$ cat config.mk
export PLATFORM = sky130hd
export DESIGN_NAME = gno_front
export DESIGN_NICKNAME = d
export VERILOG_FILES = /design/src/hdl/gno_pkg.sv /design/src/hdl/gno_front.sv
export SDC_FILE = /design/constraint.sdc
export NUM_CORES = 1
export LEC_CHECK = 0
export CAP_MARGIN = 20
export CORE_AREA = 2 2 89 91
export DETAILED_ROUTE_END_ITERATION = 12
export DIE_AREA = 0 0 91 93
export DONT_BUFFER_PORTS = 1
export PLACE_DENSITY_LB_ADDON = 0.05
export SLEW_MARGIN = 10
export SYNTH_ARGS = -nofsm -noshare
export SYNTH_HDL_FRONTEND = slang
export SYNTH_SLANG_ARGS = --single-unit
$ cat constraint.sdc
create_clock -name vclk -period 1
set_clock_uncertainty 0.05 [all_clocks]
set_input_delay 0.2 -clock vclk [all_inputs]
set_output_delay 0.2 -clock vclk [all_outputs]
set_load 0.05 [all_outputs]
$ cat src/hdl/gno_pkg.sv
// Shared types, constants and arithmetic helpers for the gradient noise block.
`default_nettype none
package gno_pkg;

  localparam int FRAC_BITS  = 16;
  localparam int COORD_W    = 32;
  localparam int TBL_DEPTH  = 256;
  localparam int TBL_AW     = $clog2(TBL_DEPTH);
  localparam int TBL_W      = 8;
  localparam int MAX_OCT    = 8;
  localparam int OCT_W      = 4;
  localparam int OIDX_W     = $clog2(MAX_OCT);
  localparam int PERS_W     = FRAC_BITS + 1;
  localparam int CFG_IDX_W  = 1;
  localparam int CFG_W      = PERS_W;
  localparam int OUT_W      = 18;
  localparam int FIFO_DEPTH = 2;
  localparam int FIFO_AW    = $clog2(FIFO_DEPTH);
  localparam int MUL_W      = 25;
  localparam int PROD_W     = 2 * MUL_W;
  localparam int VAL_W      = 22;
  localparam int CRD_W      = FRAC_BITS + 1;
  localparam int ACC_W      = 44;
  localparam int NUM_W      = ACC_W + 1;
  localparam int ASUM_W     = PERS_W + OIDX_W;
  localparam int REM_W      = ASUM_W + 1;
  localparam int DCNT_W     = $clog2(NUM_W + 1);
  localparam int HASH_W     = 4;

  localparam logic [PERS_W-1:0] AMP_ONE = PERS_W'(1 << FRAC_BITS);
  localparam logic [OCT_W-1:0] OCT_MIN_CNT = OCT_W'(1);
  localparam logic [OCT_W-1:0] OCT_MAX_CNT = OCT_W'(MAX_OCT);
  localparam logic signed [VAL_W-1:0] V_ONE = VAL_W'(1 << FRAC_BITS);
  localparam logic signed [VAL_W-1:0] V_TEN = VAL_W'(10 << FRAC_BITS);
  localparam logic signed [VAL_W-1:0] V_FIFTEEN = VAL_W'(15 << FRAC_BITS);
  localparam logic signed [VAL_W-1:0] V_SIX = VAL_W'(6);
  localparam logic signed [PROD_W-1:0] P_HALF = PROD_W'(1 << (FRAC_BITS - 1));
  localparam logic signed [OUT_W-1:0] OUT_MAX = {1'b0, {(OUT_W-1){1'b1}}};
  localparam logic signed [OUT_W-1:0] OUT_MIN = {1'b1, {(OUT_W-1){1'b0}}};
  localparam logic [NUM_W-1:0] Q_POS_LIM = NUM_W'((1 << (OUT_W - 1)) - 1);
  localparam logic [NUM_W-1:0] Q_NEG_LIM = NUM_W'(1 << (OUT_W - 1));

  typedef enum logic [CFG_IDX_W-1:0] {
    CFG_OCTAVES = 1'b0,
    CFG_PERSIST = 1'b1
  } cfg_idx_t;

  typedef enum logic {
    K_LOAD = 1'b0,
    K_EVAL = 1'b1
  } kind_t;

  typedef struct packed {
    kind_t                      kind;
    logic [TBL_AW-1:0]          tidx;
    logic [TBL_W-1:0]           tval;
    logic signed [COORD_W-1:0]  cx;
    logic signed [COORD_W-1:0]  cy;
    logic signed [COORD_W-1:0]  cz;
  } item_t;

  typedef struct packed {
    logic  push;
    item_t item;
  } qpush_t;

  typedef struct packed {
    logic empty;
    logic full;
  } qstat_t;

  // round to nearest, ties up, drop the fraction bits of a product
  function automatic logic signed [VAL_W-1:0] rnd(input logic signed [PROD_W-1:0] p);
    logic signed [PROD_W-1:0] s;
    s = p + P_HALF;
    return VAL_W'(s >>> FRAC_BITS);
  endfunction

  function automatic logic signed [VAL_W-1:0] grad(
    input logic [HASH_W-1:0]      h,
    input logic signed [CRD_W-1:0] x,
    input logic signed [CRD_W-1:0] y,
    input logic signed [CRD_W-1:0] z
  );
    logic signed [CRD_W-1:0] u;
    logic signed [CRD_W-1:0] v;
    logic signed [VAL_W-1:0] su;
    logic signed [VAL_W-1:0] sv;
    u = h[3] ? y : x;
    if (h[3:2] == 2'b00) begin
      v = y;
    end else if (h[3:2] == 2'b11 && !h[0]) begin
      v = x;
    end else begin
      v = z;
    end
    su = h[0] ? -VAL_W'(u) : VAL_W'(u);
    sv = h[1] ? -VAL_W'(v) : VAL_W'(v);
    return su + sv;
  endfunction

endpackage
`default_nettype wire

$ cat src/hdl/gno_front.sv
// Front end: accepts commands and classifies them into queue entries.
`default_nettype none
module gno_front (
  input  wire logic                          start,
  output logic                               busy,
  input  wire logic                          in_action,
  input  wire logic [gno_pkg::TBL_AW-1:0]    in_table_index,
  input  wire logic [gno_pkg::TBL_W-1:0]     in_table_value,
  input  wire logic signed [gno_pkg::COORD_W-1:0] in_coord_x,
  input  wire logic signed [gno_pkg::COORD_W-1:0] in_coord_y,
  input  wire logic signed [gno_pkg::COORD_W-1:0] in_coord_z,
  input  wire gno_pkg::qstat_t               qstat,
  output gno_pkg::qpush_t                    qpush
);

  gno_pkg::kind_t kind;

  assign busy = qstat.full;
  assign kind = in_action ? gno_pkg::K_EVAL : gno_pkg::K_LOAD;

  always_comb begin
    qpush.push      = start && !qstat.full;
    qpush.item      = '0;
    qpush.item.kind = kind;
    unique case (kind)
      gno_pkg::K_LOAD: begin
        qpush.item.tidx = in_table_index;
        qpush.item.tval = in_table_value;
      end
      gno_pkg::K_EVAL: begin
        qpush.item.cx = in_coord_x;
        qpush.item.cy = in_coord_y;
        qpush.item.cz = in_coord_z;
      end
      default: qpush.item = '0;
    endcase
  end

endmodule
`default_nettype wire

==> results list <==
- The flow ran to the end, and the final reports show no timing, DRC or antenna violations.
- In the final layout, the multi-input gates occupy 939.7 um^2.
- Once the clock tree was built, the resizer swapped 0 gates to a different size.
* Number of pins with negative max-slew slack in the final report: 0
- Core occupancy in the finished layout: 0.1504
* Initial cell density of the core: 0.1051
- Setup repair after global routing left no endpoint under its margin.
- DRT antenna net count: 0
* Total Routed Length: 3.311 mm
* Start point of the critical path: in_action
- Top cell type's share of synthesized area: 0.7595
- Cell-by-cell trace of the critical path: nor2b_4
- Portion of the clock cycle consumed by the worst path in the final layout: 0.7916
- Of all nets on the critical path, the largest fanout is 113.
- Summing all placed instances gives a cell area of 1127 um^2.
- Peak supply drop: 0.2081 mV
* Register cell area after layout: 0 um^2
* Cell area power density: 1041 nW/um^2
- Last weighted congestion value of the routability-driven placer: 0.7244
- Derived from the worst setup path, the maximum achievable clock frequency is 1263 MHz.
- Slack of the critical path: 208.4 ps
- Biggest area consumer among synthesized cells: sky130_fd_sc_hd__and2_1
* Ranking of synthesized cells by instance count: sky130_fd_sc_hd__and2_1, sky130_fd_sc_hd__nor2b_1, sky130_fd_sc_hd__clkbuf_2, sky130_fd_sc_hd__buf_2, sky130_fd_sc_hd__buf_4
- The mapped netlist covers 790.8 um^2.
- For hold timing, the worst endpoint is busy.
* Area growth, synth to finish: 43.20%
* Die boundary height: 93 um
* Total gr overflow: 0
- After clock tree synthesis, the flow added hold-fix buffers numbering 0.
- Worst setup slack before clock tree synthesis: 229.4 ps
- The pre-antenna-repair detailed-routing pass consisted of 3 iterations.
* Most frequent cell after synthesis: sky130_fd_sc_hd__and2_1
- In the routed design, unresolved DRC markers number 0.
- Setup crit start kind: primary input
- Number of antenna violations at the first check in global routing: 2
- Slowest-stage cell, CP: sky130_fd_sc_hd__nor2b_4
* Final worst path period need: 791.6 ps
- At the pin with the least slew margin, the transition time is 338.4 ps.
- The design has 0 sequential cells.
* Data required time of the worst path: 750 ps
- Synthesis produced a netlist with a net count of 243.
- In this run the count of I/O pins placed on the die edge is 231.
- In the global route stage, overall resource usage came out at 0.05750.
* Final total negative setup slack: 0 ps
- Critical path start-end classification: in2out
* Final Setup Violations: 0
- In this run the worst hold path is classified as in2out.
* Fraction of layout instances using a drive strength above 1: 1.000
* Nets: 234
* # Max-Cap Violations: 0
* Post-synthesis sequential area ratio: 0
- Die area: 8463 um^2
- In this run the tightest slew margin relative to its limit is 0.7739.
* Count of unique library cells instantiated by Yosys: 6
- In this run the core area contains 32 standard-cell rows.
- STA classifies the critical path endpoint as an output port.
* Placed Instances: 218
- For this run, the number of Yosys warnings is 0.
- Detailed routing inserted a total of 823 vias.
* Routed len/inst: 15.05 um
- Clock buffers: 0
* Fill cell instance count of the final layout: 858
* Number of endpoints with negative hold slack in the final report: 0
- The cell count after synthesis came out at 127.
* Detail-routed via count per cell: 3.741
* Post-route non-filler standard cell count: 220
* Cell family with the largest share of critical-path delay: simple AND/OR/NAND/NOR gates
* Port Buffers: 0
- Data arrival time of the critical path: 540 ps
* Cell types occupying the most area after synthesis: sky130_fd_sc_hd__and2_1, sky130_fd_sc_hd__nor2b_1, sky130_fd_sc_hd__clkbuf_2
* Die width: 91 um
- Beginning of the worst hold path: qstat[0]
- Detailed router's first-iteration violation count: 10
* Leak Pwr: 0.0004610 uW
* Mean instance size in the synthesized netlist: 6.226 um^2
- Post-CTS setup buffer count: 0
- Area of all placed cells without fillers: 1132 um^2
* Buffer and inverter count on the worst path: 0
- The number of global-route vias before repair was 784.
- For this run, the slowest stage of the critical path takes 310 ps.
* Standard cell core area: 7527 um^2
* Maximum number of pins on one net before global-route repair: 114
* Global-route wire length before repair: 3.981 mm
- Number of cells traversed by the worst hold path: 0
-- kinds of logic (layout without fill, tap and decap cells) --
family                 count (synthesis)  in the layout  share of synthesized area
buffers and inverters                 14              3                     0.1060
and+or+nand+nor                      113            113                     0.8940
other                                  0              2                          0
-- layer usage --
layer | GRT usage | share of wire | vias up | routed length [um]
met4 | 0.02020 | 0.029 | 0 | 95
met2 | 0.1296 | 0.58 | 122 | 1917
met3 | 0.003223 | 0.11 | 6 | 370
li1 | - | - | 347 | -
met5 | 0 | 0 | - | 0
met1 | 0.05214 | 0.28 | 348 | 927
-- layout make-up --
cell class,count,area share
diodes,2,0.004420
multi-input cells,113,0.8298
well taps,102,0.1127
repair buffers,3,0.05304
-- report_power, final --
part,total (uW),switching [uW],internal [uW]
sequential,0,0,0
clock,0.000267,0,0.000267
combinational,1180,951,228
total,1180,951,228
-- cell usage in the layout (no fill, tap or decap), drive strengths merged --
master,synthesis,layout
and2,96,96
buf,8,3
diode,0,2
nor2b,17,17
-- through the flow --
stage          power [uW]  hold slack, ps
6_report             1179           350.4
3_5_place_dp         1182           350.4
5_1_grt              1198           350.3
3_3_place_gp         1197           350.4
4_1_cts              1183           350.4
2_1_floorplan        1221           445.2
-- worst max path at each step --
stage	cells past startpoint	endpoint
after detailed placement	1	qpush[110]
after floorplan	3	qpush[0]
final	1	qpush[100]
after global routing	2	qpush[109]
after CTS	1	qpush[110]
after global placement	1	qpush[75]
Power figures use the tool's default switching activity.
