## config.mk

```make
export PLATFORM = sky130hd
export DESIGN_NAME = gno_fifo
export DESIGN_NICKNAME = d
export VERILOG_FILES = /design/src/hdl/gno_pkg.sv /design/src/hdl/gno_fifo.sv
export SDC_FILE = /design/constraint.sdc
export NUM_CORES = 1
export LEC_CHECK = 0
export ABC_AREA = 1
export BUFFER_PORTS_ARGS = -buffer_cell sky130_fd_sc_hd__buf_2
export CAP_MARGIN = 0
export CELL_PAD_IN_SITES_DETAIL_PLACEMENT = 1
export CELL_PAD_IN_SITES_GLOBAL_PLACEMENT = 1
export CORE_UTILIZATION = 45
export DETAILED_ROUTE_END_ITERATION = 6
export PLACE_DENSITY = 0.82
export SETUP_SLACK_MARGIN = 0.05
export SYNTH_ARGS = -nofsm -noshare
export SYNTH_HDL_FRONTEND = slang
export SYNTH_SLANG_ARGS = --single-unit
```

## constraint.sdc

```tcl
create_clock -name clk -period 11.5 [get_ports clk]
set_input_delay 0 -clock clk [delete_from_list [all_inputs] [get_ports clk]]
set_output_delay 0 -clock clk [all_outputs]
set_load 0.005 [all_outputs]
```

## src/hdl/gno_pkg.sv

```systemverilog
// Shared types, constants and arithmetic helpers for the gradient noise block.
`default_nettype none
package gno_pkg;

  localparam int FRAC_BITS  = 16;
  localparam int COORD_W    = 32;
  localparam int TBL_DEPTH  = 256;
  localparam int TBL_AW     = $clog2(TBL_DEPTH);
  localparam int TBL_W      = 8;
  localparam int MAX_OCT    = 8;
  localparam int OCT_W      = 4;
  localparam int OIDX_W     = $clog2(MAX_OCT);
  localparam int PERS_W     = FRAC_BITS + 1;
  localparam int CFG_IDX_W  = 1;
  localparam int CFG_W      = PERS_W;
  localparam int OUT_W      = 18;
  localparam int FIFO_DEPTH = 2;
  localparam int FIFO_AW    = $clog2(FIFO_DEPTH);
  localparam int MUL_W      = 25;
  localparam int PROD_W     = 2 * MUL_W;
  localparam int VAL_W      = 22;
  localparam int CRD_W      = FRAC_BITS + 1;
  localparam int ACC_W      = 44;
  localparam int NUM_W      = ACC_W + 1;
  localparam int ASUM_W     = PERS_W + OIDX_W;
  localparam int REM_W      = ASUM_W + 1;
  localparam int DCNT_W     = $clog2(NUM_W + 1);
  localparam int HASH_W     = 4;

  localparam logic [PERS_W-1:0] AMP_ONE = PERS_W'(1 << FRAC_BITS);
  localparam logic [OCT_W-1:0] OCT_MIN_CNT = OCT_W'(1);
  localparam logic [OCT_W-1:0] OCT_MAX_CNT = OCT_W'(MAX_OCT);
  localparam logic signed [VAL_W-1:0] V_ONE = VAL_W'(1 << FRAC_BITS);
  localparam logic signed [VAL_W-1:0] V_TEN = VAL_W'(10 << FRAC_BITS);
  localparam logic signed [VAL_W-1:0] V_FIFTEEN = VAL_W'(15 << FRAC_BITS);
  localparam logic signed [VAL_W-1:0] V_SIX = VAL_W'(6);
  localparam logic signed [PROD_W-1:0] P_HALF = PROD_W'(1 << (FRAC_BITS - 1));
  localparam logic signed [OUT_W-1:0] OUT_MAX = {1'b0, {(OUT_W-1){1'b1}}};
  localparam logic signed [OUT_W-1:0] OUT_MIN = {1'b1, {(OUT_W-1){1'b0}}};
  localparam logic [NUM_W-1:0] Q_POS_LIM = NUM_W'((1 << (OUT_W - 1)) - 1);
  localparam logic [NUM_W-1:0] Q_NEG_LIM = NUM_W'(1 << (OUT_W - 1));

  typedef enum logic [CFG_IDX_W-1:0] {
    CFG_OCTAVES = 1'b0,
    CFG_PERSIST = 1'b1
  } cfg_idx_t;

  typedef enum logic {
    K_LOAD = 1'b0,
    K_EVAL = 1'b1
  } kind_t;

  typedef struct packed {
    kind_t                      kind;
    logic [TBL_AW-1:0]          tidx;
    logic [TBL_W-1:0]           tval;
    logic signed [COORD_W-1:0]  cx;
    logic signed [COORD_W-1:0]  cy;
    logic signed [COORD_W-1:0]  cz;
  } item_t;

  typedef struct packed {
    logic  push;
    item_t item;
  } qpush_t;

  typedef struct packed {
    logic empty;
    logic full;
  } qstat_t;

  // round to nearest, ties up, drop the fraction bits of a product
  function automatic logic signed [VAL_W-1:0] rnd(input logic signed [PROD_W-1:0] p);
    logic signed [PROD_W-1:0] s;
    s = p + P_HALF;
    return VAL_W'(s >>> FRAC_BITS);
  endfunction

  function automatic logic signed [VAL_W-1:0] grad(
    input logic [HASH_W-1:0]      h,
    input logic signed [CRD_W-1:0] x,
    input logic signed [CRD_W-1:0] y,
    input logic signed [CRD_W-1:0] z
  );
    logic signed [CRD_W-1:0] u;
    logic signed [CRD_W-1:0] v;
    logic signed [VAL_W-1:0] su;
    logic signed [VAL_W-1:0] sv;
    u = h[3] ? y : x;
    if (h[3:2] == 2'b00) begin
      v = y;
    end else if (h[3:2] == 2'b11 && !h[0]) begin
      v = x;
    end else begin
      v = z;
    end
    su = h[0] ? -VAL_W'(u) : VAL_W'(u);
    sv = h[1] ? -VAL_W'(v) : VAL_W'(v);
    return su + sv;
  endfunction

endpackage
`default_nettype wire

```

## src/hdl/gno_fifo.sv

```systemverilog
// Short command queue between the front end and the evaluation core.
`default_nettype none
module gno_fifo (
  input  wire logic            clk,
  input  wire logic            rst_n,
  input  wire gno_pkg::qpush_t qpush,
  input  wire logic            pop,
  output gno_pkg::item_t       head,
  output gno_pkg::qstat_t      qstat
);

  gno_pkg::item_t                   mem_r [gno_pkg::FIFO_DEPTH];
  logic [gno_pkg::FIFO_AW-1:0]      wp_r;
  logic [gno_pkg::FIFO_AW-1:0]      rp_r;
  logic [gno_pkg::FIFO_AW:0]        cnt_r;
  logic                             do_push;
  logic                             do_pop;

  assign qstat.empty = (cnt_r == '0);
  assign qstat.full  = (cnt_r == (gno_pkg::FIFO_AW+1)'(gno_pkg::FIFO_DEPTH));
  assign do_push     = qpush.push && !qstat.full;
  assign do_pop      = pop && !qstat.empty;
  assign head        = mem_r[rp_r];

  always_ff @(posedge clk) begin
    if (do_push) begin
      mem_r[wp_r] <= qpush.item;
    end
  end

  always_ff @(posedge clk) begin
    if (!rst_n) begin
      wp_r  <= '0;
      rp_r  <= '0;
      cnt_r <= '0;
    end else begin
      if (do_push) begin
        wp_r <= wp_r + 1'b1;
      end
      if (do_pop) begin
        rp_r <= rp_r + 1'b1;
      end
      cnt_r <= cnt_r + (gno_pkg::FIFO_AW+1)'(do_push) - (gno_pkg::FIFO_AW+1)'(do_pop);
    end
  end

endmodule
`default_nettype wire

```

==> metrics.md <==
| Metric | Value |
|---|---|
| Critical register-to-register path endpoint | `mem_r[1][77]` |
| Row Count | `50` |
| Max FO, Critical Path | `70` |
| Slew Viols, Final | `0` |
| Syn nets | `509` |
| Largest net degree at the start of global routing | `71` |
| Final setup vio count | `0` |
| Max-cap violations | `0` |
| Hold Path Sink | `mem_r[0][63]` |
| Fillers | `1,669` |
| H-tree levels | `1` |
| Starting Density | `46.2%` |
| Flop2flop setup slack | `9.04 ns` |
| Die width | `141 um` |
| Total CTS buffers | `25` |
| Synth Area in Adders | `0.288%` |
| CTS root buffer | `clkbuf_16` |
| Synth Area in Compound Gates | `0.115%` |
| Total congestion overflow | `0` |
| Sequential-to-total area share from yosys stat | `79.2%` |
| XOR/XNOR share of the synthesized area | `0%` |
| Fin crit share | `25.9%` |
| Number of global-route vias before repair | `5,667` |
| Reg2Reg Depth | `5` |
| CP peak stage delay | `1.02 ns` |
| Crit-path slowest cell | `buf_4` |
| Clock tree sinks | `231` |
| Reg-to-reg startpoint | `cnt_r[0]` |
| Setup repair bufs after CTS | `0` |
| WP data arrival | `2.98 ns` |
| Layout cells sized above 1 | `50.5%` |
| Final Core Density | `64.5%` |
| Mapped cell area | `8690 sq um` |
| Initial antenna violation count | `1` |
| Setup TNS | `0 ns` |
| RSZ-0062 raised after global routing | `no` |
| Worst-Skew Late Latency | `0.51 ns` |
| Pleak | `4.77 nW` |
| Pre-antenna DRT Iters | `6` |
| Total wire length | `21.5 mm` |
| Syn Area/Cell | `22.3 sq um` |
| Hold WC Path Type | `in -> reg` |
| GRT Util Overall | `21.6%` |
| Maximum VDD drop | `0.232 mV` |
| Endpoints failing hold | `0` |
| Buffers & Inverters on Critical Path | `2` |
| DR vias/cell | `4.80` |
| Tot Pwr | `2.55 mW` |
| Worst Setup Start Kind | `register` |
| Clock Skew | `0.00904 ns` |
| Critical path type | `reg -> out` |
| Yosys warns | `0` |
| CP top delay family | `buffers and inverters` |
| Clock Tree Buf Depth | `3` |
| Flops & latches, synth | `231` |
| DR DRC count | `0` |
| Post-detail-place hpwl | `12.2 mm` |
| Routed length per placed instance | `20.8 um` |
| Hold Startpoint | `qpush[63]` |
| CTS clock-pin slew for the worst setup and hold paths | `0.06 ns` |
| Via count | `4,970` |
| Final ANT Viol Nets | `0` |
| Largest family of logic cells by synthesized area | `multiplexers` |
| Placer Congestion | `0.703` |
| Status | `finished clean` |
| Core Area | `18,800 sq um` |
| Slack of the critical path | `8.52 ns` |
| Syn Inst Count | `390` |
| Worst-Margin Slew | `1.23 ns` |
| Fmax | `0.336 GHz` |
| Dpl cell area | `10,100 sq um` |
| Pre-CTS setup slack | `9.00 ns` |
| Simple logic cell fraction of the synthesized area | `0.907%` |
| I/O pin total | `232` |
| CTS tree | `built` |
| Die Y | `141 um` |
| Area grow syn2layout | `39.7%` |
| Port Buf Inserts | `231` |
| Worst relative slew slack | `18.3%` |
| Die area | `19,900 sq um` |
| Req. time, crit path | `11.50 ns` |
| CTS-repair resized insts | `0` |
| Period minus WS final | `2.98 ns` |
| DRT iter0 DRCs | `185` |
| Hold-fix buffers, CTS | `116` |
| First-pass GRT wire length | `32.2 mm` |
| CP endpoint kind | `primary output` |
| Non-Filler Cell Area, Final | `12,100 sq um` |
| Crit path cell chain | `buf_4, mux2_2, buf_2` |
| P per Cell Area | `210 nW/um^2` |
| Nets | `874` |
| Worst Hold Path Cells | `2` |
| Synth unique cells | `13` |
| Post-synthesis mux area share | `17.7%` |
[cell usage in the layout, fill, tap and decap left out]
| cell | n |
|---|---|
| mux2_2 | 43 |
| buf_4 | 4 |
| inv_4 | 1 |
| nand3_1 | 3 |
| mux2_4 | 70 |
| inv_6 | 1 |
| ha_1 | 2 |
| clkinv_8 | 1 |
| a21oi_1 | 2 |
| diode_2 | 1 |
| dfxtp_4 | 1 |
| inv_1 | 8 |
| clkbuf_1 | 3 |
| nor2_1 | 7 |
| bufinv_16 | 6 |
| dfxtp_1 | 4 |
| buf_2 | 231 |
| edfxtp_1 | 226 |
| clkbuf_16 | 25 |
| clkinv_2 | 7 |
| nor2_4 | 1 |
| clkinv_1 | 3 |
| nand2_1 | 9 |
| dlygate4sd3_1 | 116 |
[registers in the layout, summed over array words and instances (netlist names), named ones only]
name and cells:
mem_r 226, wp_r 1, rp_r 1, cnt_r 2
[logic make-up after synthesis]
kind of cell,after synthesis
flip-flops,231
adder cells (fa/ha/maj),2
AO/OA/AOI/OAI,2
AND/OR/NAND/NOR,20
multiplexers,113
buffers and inverters,22
[per-layer routing]
layer,up-vias,routed length (um),track usage (%)
li1,2260,-,-
met1,2493,8040,22.9
met2,184,11700,42.1
met3,33,1360,5.74
met4,0,402,5.03
met5,-,0,0
[through the flow]
step / std cells / hold slack (ns)
floorplan: 390 / 0.0935
global placement: 872 / 0.187
finish: 1035 / 0.217
global route: 1035 / 0.205
CTS: 1034 / 0.188
detailed placement: 872 / 0.191
[layout make-up]
type                       count  area [sq um]  share of cell area, %
tap                          260           325                   2.68
multi-input combinational    137          1660                   13.6
clock inverter                18           251                   2.07
clock buffer                  28           637                   5.24
timing repair buffer         351          2350                   19.3
antenna                        1          2.50                 0.0206
inverter                       9          36.3                  0.299
sequential                   231          6890                   56.7
[report_power, final]
part / total [mW] / switching [mW] / internal, mW
Sequential: 1.13 / 0.0582 / 1.07
Combinational: 0.562 / 0.258 / 0.304
Clock: 0.860 / 0.324 / 0.535
[Yosys cell counts]
cell type    n  share of area [%]
edfxtp_1   226                 78
mux2_4      70                 12
mux2_2      43                5.6
inv_1        9               0.39
nand2_1      9               0.39
buf_6        8                1.0
nor2_1       8               0.35
dfxtp_1      5                1.2
buf_2        4               0.23
nand3_1      3               0.17
a21oi_1      2               0.12
ha_1         2               0.29
buf_8        1               0.17
[worst max-delay path by stage]
stage	to	cells past startpoint	from	slack (ns)
6_report	head[99]	3	register	8.52
5_1_grt	head[99]	3	register	8.37
4_1_cts	head[99]	3	register	8.48
3_5_place_dp	mem_r[1][68]	5	cnt_r[0]	9.00
3_3_place_gp	head[99]	3	register	9.11
2_1_floorplan	mem_r[0][0]	4	cnt_r[0]	5.65
Power figures use the tool's default switching activity.
